### config.mk
export PLATFORM = sky130hd
export DESIGN_NAME = sorted_stream_merge_top
export DESIGN_NICKNAME = d
export VERILOG_FILES = /design/src/sv/ssm_pkg.sv /design/src/sv/ssm_queue.sv /design/src/sv/sorted_stream_merge_top.sv
export SDC_FILE = /design/constraint.sdc
export NUM_CORES = 2
export LEC_CHECK = 0
export BUFFER_PORTS_ARGS = -buffer_cell sky130_fd_sc_hd__buf_4
export CORE_MARGIN = 3
export CORE_UTILIZATION = 57
export CTS_CLUSTER_SIZE = 8
export DETAILED_ROUTE_END_ITERATION = 16
export PLACE_DENSITY = 0.79
export SETUP_SLACK_MARGIN = 0.1
export SLEW_MARGIN = 10
export SYNTH_ARGS = -nofsm -noshare
export SYNTH_HDL_FRONTEND = slang
export SYNTH_SLANG_ARGS = --single-unit
### constraint.sdc
create_clock -name clk_i -period 3.8 [get_ports clk_i]
set_input_delay 0.76 -clock clk_i [delete_from_list [all_inputs] [get_ports clk_i]]
set_output_delay 0.76 -clock clk_i [all_outputs]
set_load 0.1 [all_outputs]
### src/sv/ssm_pkg.sv
`timescale 1ns / 1ps
// ----------------------------------------------------------------------------
// Sorted stream merge package
// Shared types and constants for the merge sequencer and its element queues.
// ----------------------------------------------------------------------------
package ssm_pkg;

  // Default queue depth (elements held per sequence).
  localparam int unsigned QueueDepthDef = 32;

  // Width of one element value.
  localparam int unsigned ValueW = 32;

  // Stream sideband widths and bit positions.
  localparam int unsigned SUserW = 2;
  localparam int unsigned MUserW = 2;
  localparam int unsigned SUserSecondBit = 0;
  localparam int unsigned SUserEndOnlyBit = 1;
  localparam int unsigned MUserEmptyBit = 0;
  localparam int unsigned MUserOvfBit = 1;

  // Sequencer states.
  typedef enum logic [1:0] {
    StIdle,
    StRead,
    StDecide
  } ssm_state_e;

  // Control bundle from the sequencer to one queue.
  typedef struct packed {
    logic push;
    logic pop;
    logic clear;
    logic rd_en;
  } ssm_qctrl_t;

endpackage

### src/sv/ssm_queue.sv
`timescale 1ns / 1ps
// ----------------------------------------------------------------------------
// Sorted stream merge element queue
// Circular buffer in a memory with a registered read of the head entry.
// ----------------------------------------------------------------------------
module ssm_queue #(
  parameter int unsigned Depth = ssm_pkg::QueueDepthDef
) (
  input  logic                              clk_i,
  input  logic                              rst_ni,
  input  ssm_pkg::ssm_qctrl_t               ctrl_i,
  input  logic [ssm_pkg::ValueW-1:0]        wr_data_i,
  output logic [$clog2(Depth+1)-1:0]        count_o,
  output logic [ssm_pkg::ValueW-1:0]        head_o
);
  import ssm_pkg::*;

  localparam int unsigned PtrW = (Depth > 1) ? $clog2(Depth) : 1;
  localparam int unsigned CntW = $clog2(Depth + 1);

  logic [ValueW-1:0] mem [Depth];
  logic [PtrW-1:0]   wr_ptr_q, wr_ptr_d;
  logic [PtrW-1:0]   rd_ptr_q, rd_ptr_d;
  logic [CntW-1:0]   count_q, count_d;
  logic [ValueW-1:0] head_q;

  function automatic logic [PtrW-1:0] ptr_inc(input logic [PtrW-1:0] p);
    logic [PtrW-1:0] r;
    if (p == PtrW'(Depth - 1)) begin
      r = '0;
    end else begin
      r = p + PtrW'(1);
    end
    return r;
  endfunction

  always_comb begin
    wr_ptr_d = wr_ptr_q;
    rd_ptr_d = rd_ptr_q;
    count_d  = count_q;
    if (ctrl_i.clear) begin
      wr_ptr_d = '0;
      rd_ptr_d = '0;
      count_d  = '0;
    end else begin
      if (ctrl_i.push) begin
        wr_ptr_d = ptr_inc(wr_ptr_q);
      end
      if (ctrl_i.pop) begin
        rd_ptr_d = ptr_inc(rd_ptr_q);
      end
      if (ctrl_i.push && !ctrl_i.pop) begin
        count_d = count_q + CntW'(1);
      end else if (ctrl_i.pop && !ctrl_i.push) begin
        count_d = count_q - CntW'(1);
      end
    end
  end

  always_ff @(posedge clk_i or negedge rst_ni) begin
    if (!rst_ni) begin
      wr_ptr_q <= '0;
      rd_ptr_q <= '0;
      count_q  <= '0;
    end else begin
      wr_ptr_q <= wr_ptr_d;
      rd_ptr_q <= rd_ptr_d;
      count_q  <= count_d;
    end
  end

  always_ff @(posedge clk_i) begin
    if (ctrl_i.push) begin
      mem[wr_ptr_q] <= wr_data_i;
    end
  end

  always_ff @(posedge clk_i) begin
    if (ctrl_i.rd_en) begin
      head_q <= mem[rd_ptr_q];
    end
  end

  assign count_o = count_q;
  assign head_o  = head_q;

endmodule

### src/sv/sorted_stream_merge_top.sv
`timescale 1ns / 1ps
// ----------------------------------------------------------------------------
// Sorted stream merge
// Merges two ascending streams of signed 32-bit values into one ascending
// stream, with a final marked result and a sticky overflow flag.
// ----------------------------------------------------------------------------
// Each input transaction carries an element of the first or second sequence
// (s_tuser_i bit 0), an end mark on s_tlast_i, or only an end mark when
// s_tuser_i bit 1 is set. Elements are held in one queue per sequence of
// QUEUE_DEPTH entries; an element arriving at a full queue is dropped and the
// overflow flag in m_tuser_o is raised until the merge finishes. Results come
// out in ascending order, ties going to the second sequence, and the last one
// carries m_tlast_o; when both sequences are empty a single result flagged
// empty is given. Once the other sequence has ended and drained, one element
// is held back until its own sequence has ended so that the final result can
// be marked. An input transaction is taken only while the sequencer is idle
// and passes through accept, head read and decision when it causes no result;
// every result then adds a read of the queue heads from memory and a decision
// in which the shared comparator picks and pops it. The decision that gives
// the final result of a merge, or the empty result, also ends the transaction,
// so that closing head read and decision are not spent again. The sequencer
// waits in its decision step while the output register is still full, and a
// new input is accepted while a finished result waits to be taken. After the
// final result both queues and all flags clear themselves in the same cycle,
// ready for the next merge.
// ----------------------------------------------------------------------------
module sorted_stream_merge_top #(
  parameter int unsigned QUEUE_DEPTH = ssm_pkg::QueueDepthDef
) (
  input  logic                        clk_i,
  input  logic                        rst_ni,
  // Input stream
  input  logic                        s_tvalid_i,
  output logic                        s_tready_o,
  input  logic [ssm_pkg::ValueW-1:0]  s_tdata_i,  // [31:0] value
  input  logic                        s_tlast_i,  // last_of_list
  input  logic [ssm_pkg::SUserW-1:0]  s_tuser_i,  // [0] from_second_list, [1] end_only
  // Output stream
  output logic                        m_tvalid_o,
  input  logic                        m_tready_i,
  output logic [ssm_pkg::ValueW-1:0]  m_tdata_o,  // [31:0] merged_value
  output logic                        m_tlast_o,  // merge_last
  output logic [ssm_pkg::MUserW-1:0]  m_tuser_o   // [0] merge_empty, [1] overflowed
);
  import ssm_pkg::*;

  localparam int unsigned CntW = $clog2(QUEUE_DEPTH + 1);

  ssm_state_e state_q, state_d;

  logic ended_f_q, ended_f_d;
  logic ended_s_q, ended_s_d;
  logic ovf_q, ovf_d;

  ssm_qctrl_t    qctrl_f, qctrl_s;
  logic [CntW-1:0]   cnt_f, cnt_s;
  logic [ValueW-1:0] head_f, head_s;

  // Output register.
  logic              m_valid_q;
  logic [ValueW-1:0] out_data_q;
  logic              out_last_q, out_empty_q, out_ovf_q;

  logic              load;
  logic [ValueW-1:0] load_data;
  logic              load_last, load_empty;
  logic              out_free;

  logic s_accept;
  logic in_second, in_end_only;

  ssm_queue #(.Depth(QUEUE_DEPTH)) u_queue_first (
    .clk_i     (clk_i),
    .rst_ni    (rst_ni),
    .ctrl_i    (qctrl_f),
    .wr_data_i (s_tdata_i),
    .count_o   (cnt_f),
    .head_o    (head_f)
  );

  ssm_queue #(.Depth(QUEUE_DEPTH)) u_queue_second (
    .clk_i     (clk_i),
    .rst_ni    (rst_ni),
    .ctrl_i    (qctrl_s),
    .wr_data_i (s_tdata_i),
    .count_o   (cnt_s),
    .head_o    (head_s)
  );

  assign s_tready_o  = (state_q == StIdle);
  assign s_accept    = s_tvalid_i && s_tready_o;
  assign in_second   = s_tuser_i[SUserSecondBit];
  assign in_end_only = s_tuser_i[SUserEndOnlyBit];
  assign out_free    = !m_valid_q || m_tready_i;

  always_ff @(posedge clk_i or negedge rst_ni) begin
    if (!rst_ni) begin
      state_q   <= StIdle;
      ended_f_q <= 1'b0;
      ended_s_q <= 1'b0;
      ovf_q     <= 1'b0;
    end else begin
      state_q   <= state_d;
      ended_f_q <= ended_f_d;
      ended_s_q <= ended_s_d;
      ovf_q     <= ovf_d;
    end
  end

  // Sequencer: takes one input, then loops reading the queue heads and
  // emitting the winner of the shared compare until nothing more may go out.
  always_comb begin
    logic take_second;
    logic pop_f, pop_s;
    logic done;

    state_d    = state_q;
    ended_f_d  = ended_f_q;
    ended_s_d  = ended_s_q;
    ovf_d      = ovf_q;
    qctrl_f    = '0;
    qctrl_s    = '0;
    load       = 1'b0;
    load_data  = '0;
    load_last  = 1'b0;
    load_empty = 1'b0;
    pop_f      = 1'b0;
    pop_s      = 1'b0;
    done       = 1'b0;

    // The one comparator of the block: ties favour the second sequence.
    take_second = ($signed(head_s) <= $signed(head_f));

    case (state_q)
      StIdle: begin
        if (s_accept) begin
          state_d = StRead;
          // Items for a sequence that has already ended are ignored entirely.
          if (in_second && !ended_s_q) begin
            if (!in_end_only) begin
              if (cnt_s == CntW'(QUEUE_DEPTH)) begin
                ovf_d = 1'b1;
              end else begin
                qctrl_s.push = 1'b1;
              end
            end
            if (s_tlast_i) begin
              ended_s_d = 1'b1;
            end
          end else if (!in_second && !ended_f_q) begin
            if (!in_end_only) begin
              if (cnt_f == CntW'(QUEUE_DEPTH)) begin
                ovf_d = 1'b1;
              end else begin
                qctrl_f.push = 1'b1;
              end
            end
            if (s_tlast_i) begin
              ended_f_d = 1'b1;
            end
          end
        end
      end

      StRead: begin
        qctrl_f.rd_en = 1'b1;
        qctrl_s.rd_en = 1'b1;
        state_d       = StDecide;
      end

      StDecide: begin
        if (ended_f_q && ended_s_q && cnt_f == '0 && cnt_s == '0) begin
          // Both sequences empty.
          load       = 1'b1;
          load_last  = 1'b1;
          load_empty = 1'b1;
        end else if (cnt_f != '0 && cnt_s != '0) begin
          load  = 1'b1;
          pop_s = take_second;
          pop_f = !take_second;
        end else if (cnt_f == '0 && ended_f_q && cnt_s != '0) begin
          if (ended_s_q) begin
            load      = 1'b1;
            pop_s     = 1'b1;
            load_last = (cnt_s == CntW'(1));
          end else if (cnt_s >= CntW'(2)) begin
            load  = 1'b1;
            pop_s = 1'b1;
          end
        end else if (cnt_s == '0 && ended_s_q && cnt_f != '0) begin
          if (ended_f_q) begin
            load      = 1'b1;
            pop_f     = 1'b1;
            load_last = (cnt_f == CntW'(1));
          end else if (cnt_f >= CntW'(2)) begin
            load  = 1'b1;
            pop_f = 1'b1;
          end
        end

        load_data = pop_s ? head_s : (pop_f ? head_f : '0);

        if (!load) begin
          state_d = StIdle;
        end else if (!out_free) begin
          // Hold the decision until the output register can take it.
          load  = 1'b0;
          pop_f = 1'b0;
          pop_s = 1'b0;
        end else begin
          done = load_last;
          if (done) begin
            state_d = StIdle;
          end else begin
            state_d = StRead;
          end
        end

        qctrl_f.pop = pop_f;
        qctrl_s.pop = pop_s;
        if (done) begin
          qctrl_f.clear = 1'b1;
          qctrl_s.clear = 1'b1;
          ended_f_d     = 1'b0;
          ended_s_d     = 1'b0;
          ovf_d         = 1'b0;
        end
      end

      default: begin
        state_d = StIdle;
      end
    endcase
  end

  always_ff @(posedge clk_i or negedge rst_ni) begin
    if (!rst_ni) begin
      m_valid_q <= 1'b0;
    end else if (load) begin
      m_valid_q <= 1'b1;
    end else if (m_tready_i) begin
      m_valid_q <= 1'b0;
    end
  end

  always_ff @(posedge clk_i) begin
    if (load) begin
      out_data_q  <= load_data;
      out_last_q  <= load_last;
      out_empty_q <= load_empty;
      out_ovf_q   <= ovf_q;
    end
  end

  assign m_tvalid_o              = m_valid_q;
  assign m_tdata_o               = out_data_q;
  assign m_tlast_o               = out_last_q;
  assign m_tuser_o[MUserEmptyBit] = out_empty_q;
  assign m_tuser_o[MUserOvfBit]   = out_ovf_q;

  // Queues never hold more than their depth.
  assert property (@(posedge clk_i) disable iff (!rst_ni)
    (cnt_f <= CntW'(QUEUE_DEPTH)) && (cnt_s <= CntW'(QUEUE_DEPTH)))
    else $error("queue count beyond depth");

  // A result is never loaded over one that is still waiting.
  assert property (@(posedge clk_i) disable iff (!rst_ni)
    (load && m_valid_q) |-> m_tready_i)
    else $error("output register overwritten");

  // The final result leaves the block cleared for the next merge.
  assert property (@(posedge clk_i) disable iff (!rst_ni)
    (load && load_last) |=> (cnt_f == '0 && cnt_s == '0 && !ended_f_q && !ended_s_q && !ovf_q))
    else $error("merge state not cleared after final result");

  // An empty result is only given when both queues are empty and both ended.
  assert property (@(posedge clk_i) disable iff (!rst_ni)
    (load && load_empty) |-> (cnt_f == '0 && cnt_s == '0 && ended_f_q && ended_s_q))
    else $error("empty result with elements pending");

endmodule

==> qor.txt <==
Synth Net Count -> 3,674
Max-cap violation count -> 0
Worst Setup EP -> m_tdata_o[14]
Max stage delay cell, worst path -> or4_4
Max-slew headroom -> 0.332
Area delta synth->final -> 15.7%
Combinational Power Share -> 0.253
Crit path launch -> u_queue_second.head_o[10]
Post-synth ARST share -> 0.0174
Clock skew -> 54.5 ps
CP Data Required Time -> 4420 ps
Clock sinks -> 2,185
Htree depth -> 5
Cell Area, Synth -> 84,400 sq um
Starting DRC count in detailed routing -> 6,706
Final #Nets -> 4,075
IO Port Bufs -> 75
Switching power -> 20,700 uW
# DRC -> 0
CTS tree -> yes
WP buf/inv -> 1
Mux contribution to synthesized area -> 0.180
PD cells -> 737 nW/um^2
Pins over their slew limit -> 0
Setup violators final -> 0
Min-delay worst type -> primary input to register
Reg-to-Reg Start -> u_queue_second.head_o[10]
Total GRT Usage -> 0.313
CTS Buf Count -> 323
Commonest non-fill, non-tap cells in the layout -> edfxtp_1 (2,147), mux4_2 (640), clkbuf_16 (333), buf_4 (213), mux2_2 (66)
DP HPWL -> 114 mm
DRT antenna net count -> 0
Commonest non-fill, non-tap cell in the layout -> edfxtp_1
Initial Utilization -> 0.577
Register-to-Register Path Depth -> 11
Crit path DAT -> 4270 ps
Seq/Total Area, Yosys -> 0.776
CP Depth -> 11
Final Hold Fails -> 0
Worst hold margin -> 259 ps
Die Y -> 391 um
GP Congestion -> 0.849
Clk root buf -> clkbuf_16
Post-CTS setup buffer count -> 0
DP Area -> 89,100 sq um
Post-synthesis xor/xnor area fraction -> 0.000415
Clock Power Share -> 0.348
CP endpoint kind -> register
Remaining Overflow, GRT -> 0
Status -> finished, final reports clean
Top Ports -> 76
First-pass GRT wire length -> 334 mm
Family with the most delay on the worst path -> simple AND/OR/NAND/NOR gates
Kind of critical path -> register to register
Finished Cell Area -> 97,600 sq um
Cell leakage power -> 0.0309 uW
Post-Synth Adder-Cell Area -> 0.00801
Avg WL per Cell -> 39.1 um
Achievable Freq -> 274 MHz
Final min period -> 3650 ps
Final Util -> 0.667
Initial antenna violation count -> 12
Slew @ Worst Pin -> 1000 ps
Clock latency on the worst-skew pair -> 920 ps
DIE AREA -> 153,000 sq um
Seq pwr share -> 0.399
Fraction of the mapped netlist area in compound gates -> 0.0101
RSZ-0062 raised after global routing -> true
Synth Flop Type -> edfxtp_1
Post-Synth Simple-Gate Area -> 0.0156
Final period util -> 0.961
Synth Instances -> 3,581
Crit-path cells -> ha_1 > nand4_1 > or4_4 > a21oi_1 > a211oi_1 > o21ai_2 > a31oi_2 > and2_2 > buf_12 > a22oi_1 > nor2_1
Critical path launch point type -> register
Final wirelength -> 233 mm
Clk slew on worst S/H paths -> 50 ps
R2R Setup Slk -> 150 ps
Number of global-route vias before repair -> 44,900
Number of synthesized register bits -> 2,185
Yosys warning count -> 0
Largest family of logic cells by synthesized area -> multiplexers
EDFF count, synth -> 2,147
Largest net degree at the start of global routing -> 69
Syn Area/Cell -> 23.6 sq um
Max Buffers Root-to-Sink -> 4
Core ar. -> 146,000 sq um
Yosys cell types -> 65
Worst-path fanout max -> 25
Layout cells sized above 1 -> 0.348
Std-Cell Rows -> 140
Worst path max stage delay -> 600 ps
Peak supply drop -> 0.000593 V
Drt pass-1 iters -> 12
FF-to-FF End -> m_tdata_o[14]
DIE WIDTH -> 391 um
DR vias -> 43,300
Sw Share -> 0.287
Pint -> 51,300 uW
Number of vias per cell -> 7.28
worst min-delay path, stage by stage:
cell and delay (ps):
buf_4 70, nand2b_1 180, nand2_1 70
cells in the mapped netlist (12+ instances only):
cell,n,area (sq um)
o21ai_0,12,60.1
edfxtp_1,2147,64500
dfrtp_1,38,951
mux2_2,66,743
a21oi_1,38,190
nand2_1,43,161
nor2_1,128,480
ha_1,54,676
mux4_2,640,14400
clkbuf_1,123,462
buf_1,50,188
nand3_1,18,90.1
nor3_1,16,80.1
a22oi_1,33,248
inv_1,43,161
kinds of logic (layout without fill, tap and decap cells):
| logic type | count (synthesis) | after routing |
|---|---|---|
| buffers and inverters | 229 | 675 |
| adder cells (fa/ha/maj) | 54 | 54 |
| AO/OA/AOI/OAI | 127 | 127 |
| multiplexers | 708 | 708 |
| XOR/XNOR | 4 | 4 |
| AND/OR/NAND/NOR | 274 | 274 |
| flip-flops | 2185 | 2185 |
| other | 0 | 3 |
area by class of cell:
type | instances | area (sq um)
inverters | 44 | 165
clock buffers | 367 | 8460
fillers | 8128 | 48600
well taps | 1917 | 2400
multi-input cells | 1167 | 18600
diodes | 3 | 7.51
flip-flops and latches | 2185 | 65500
repair buffers | 261 | 2540
clock inverters | 3 | 18.8
per-stage QoR:
stage                     TNS, ps  worst slack [ps]  instances  total power, uW
after floorplan                 0              28.2       3581            40800
after global placement          0               194       5573            45900
after detailed placement     -293             -78.2       5573            46200
after CTS                       0               111       5944            72000
after global routing            0              49.8       5945            73900
final                           0               150       5947            72000
routing by layer:
layer / track usage / wire length, um
met1: 0.417 / 77000
met2: 0.486 / 113000
met3: 0.0924 / 31500
met4: 0.137 / 11000
met5: 0 / 100
state kept, by name, indices dropped and copies added, names as in the netlist, 2 cells and up:
| name | flops |
|---|---|
| u_queue_first.rd_ptr_q | 5 |
| m_tdata_o | 32 |
| u_queue_second.rd_ptr_q | 5 |
| u_queue_second.wr_ptr_q | 5 |
| u_queue_first.count_o | 6 |
| u_queue_first.head_o | 32 |
| u_queue_first.wr_ptr_q | 5 |
| u_queue_second.mem | 1024 |
| u_queue_second.head_o | 32 |
| u_queue_second.count_o | 6 |
| u_queue_first.mem | 1024 |
| state_q | 2 |
power by group through the flow:
stage	registers, uW	logic [uW]	clock network [uW]
5_1_grt	28700	18900	26200
3_5_place_dp	29000	17200	0
6_report	28700	18200	25100
4_1_cts	28600	18100	25300
3_3_place_gp	29000	16900	0
2_1_floorplan	28900	11800	0
worst min path at each step:
| stage | startpoint | end | slack (ps) | depth (start not counted) |
|---|---|---|---|---|
| 2_1_floorplan | ovf_q | out_ovf_q | 430 | 0 |
| 3_3_place_gp | ovf_q | out_ovf_q | 450 | 0 |
| 3_5_place_dp | ovf_q | out_ovf_q | 460 | 0 |
| 4_1_cts | m_tready_i | m_tvalid_o | 200 | 3 |
| 5_1_grt | m_tready_i | m_tvalid_o | 280 | 3 |
| 6_report | m_tready_i | m_tvalid_o | 260 | 3 |
timing repair:
item	in CTS	in global routing
hold buffers	1	0
gates cloned	0	0
setup endpoints to repair	32	32
hold endpoints to repair	38	0
gates resized for setup	1	5
No activity file was read; power rests on OpenSTA's default activity.
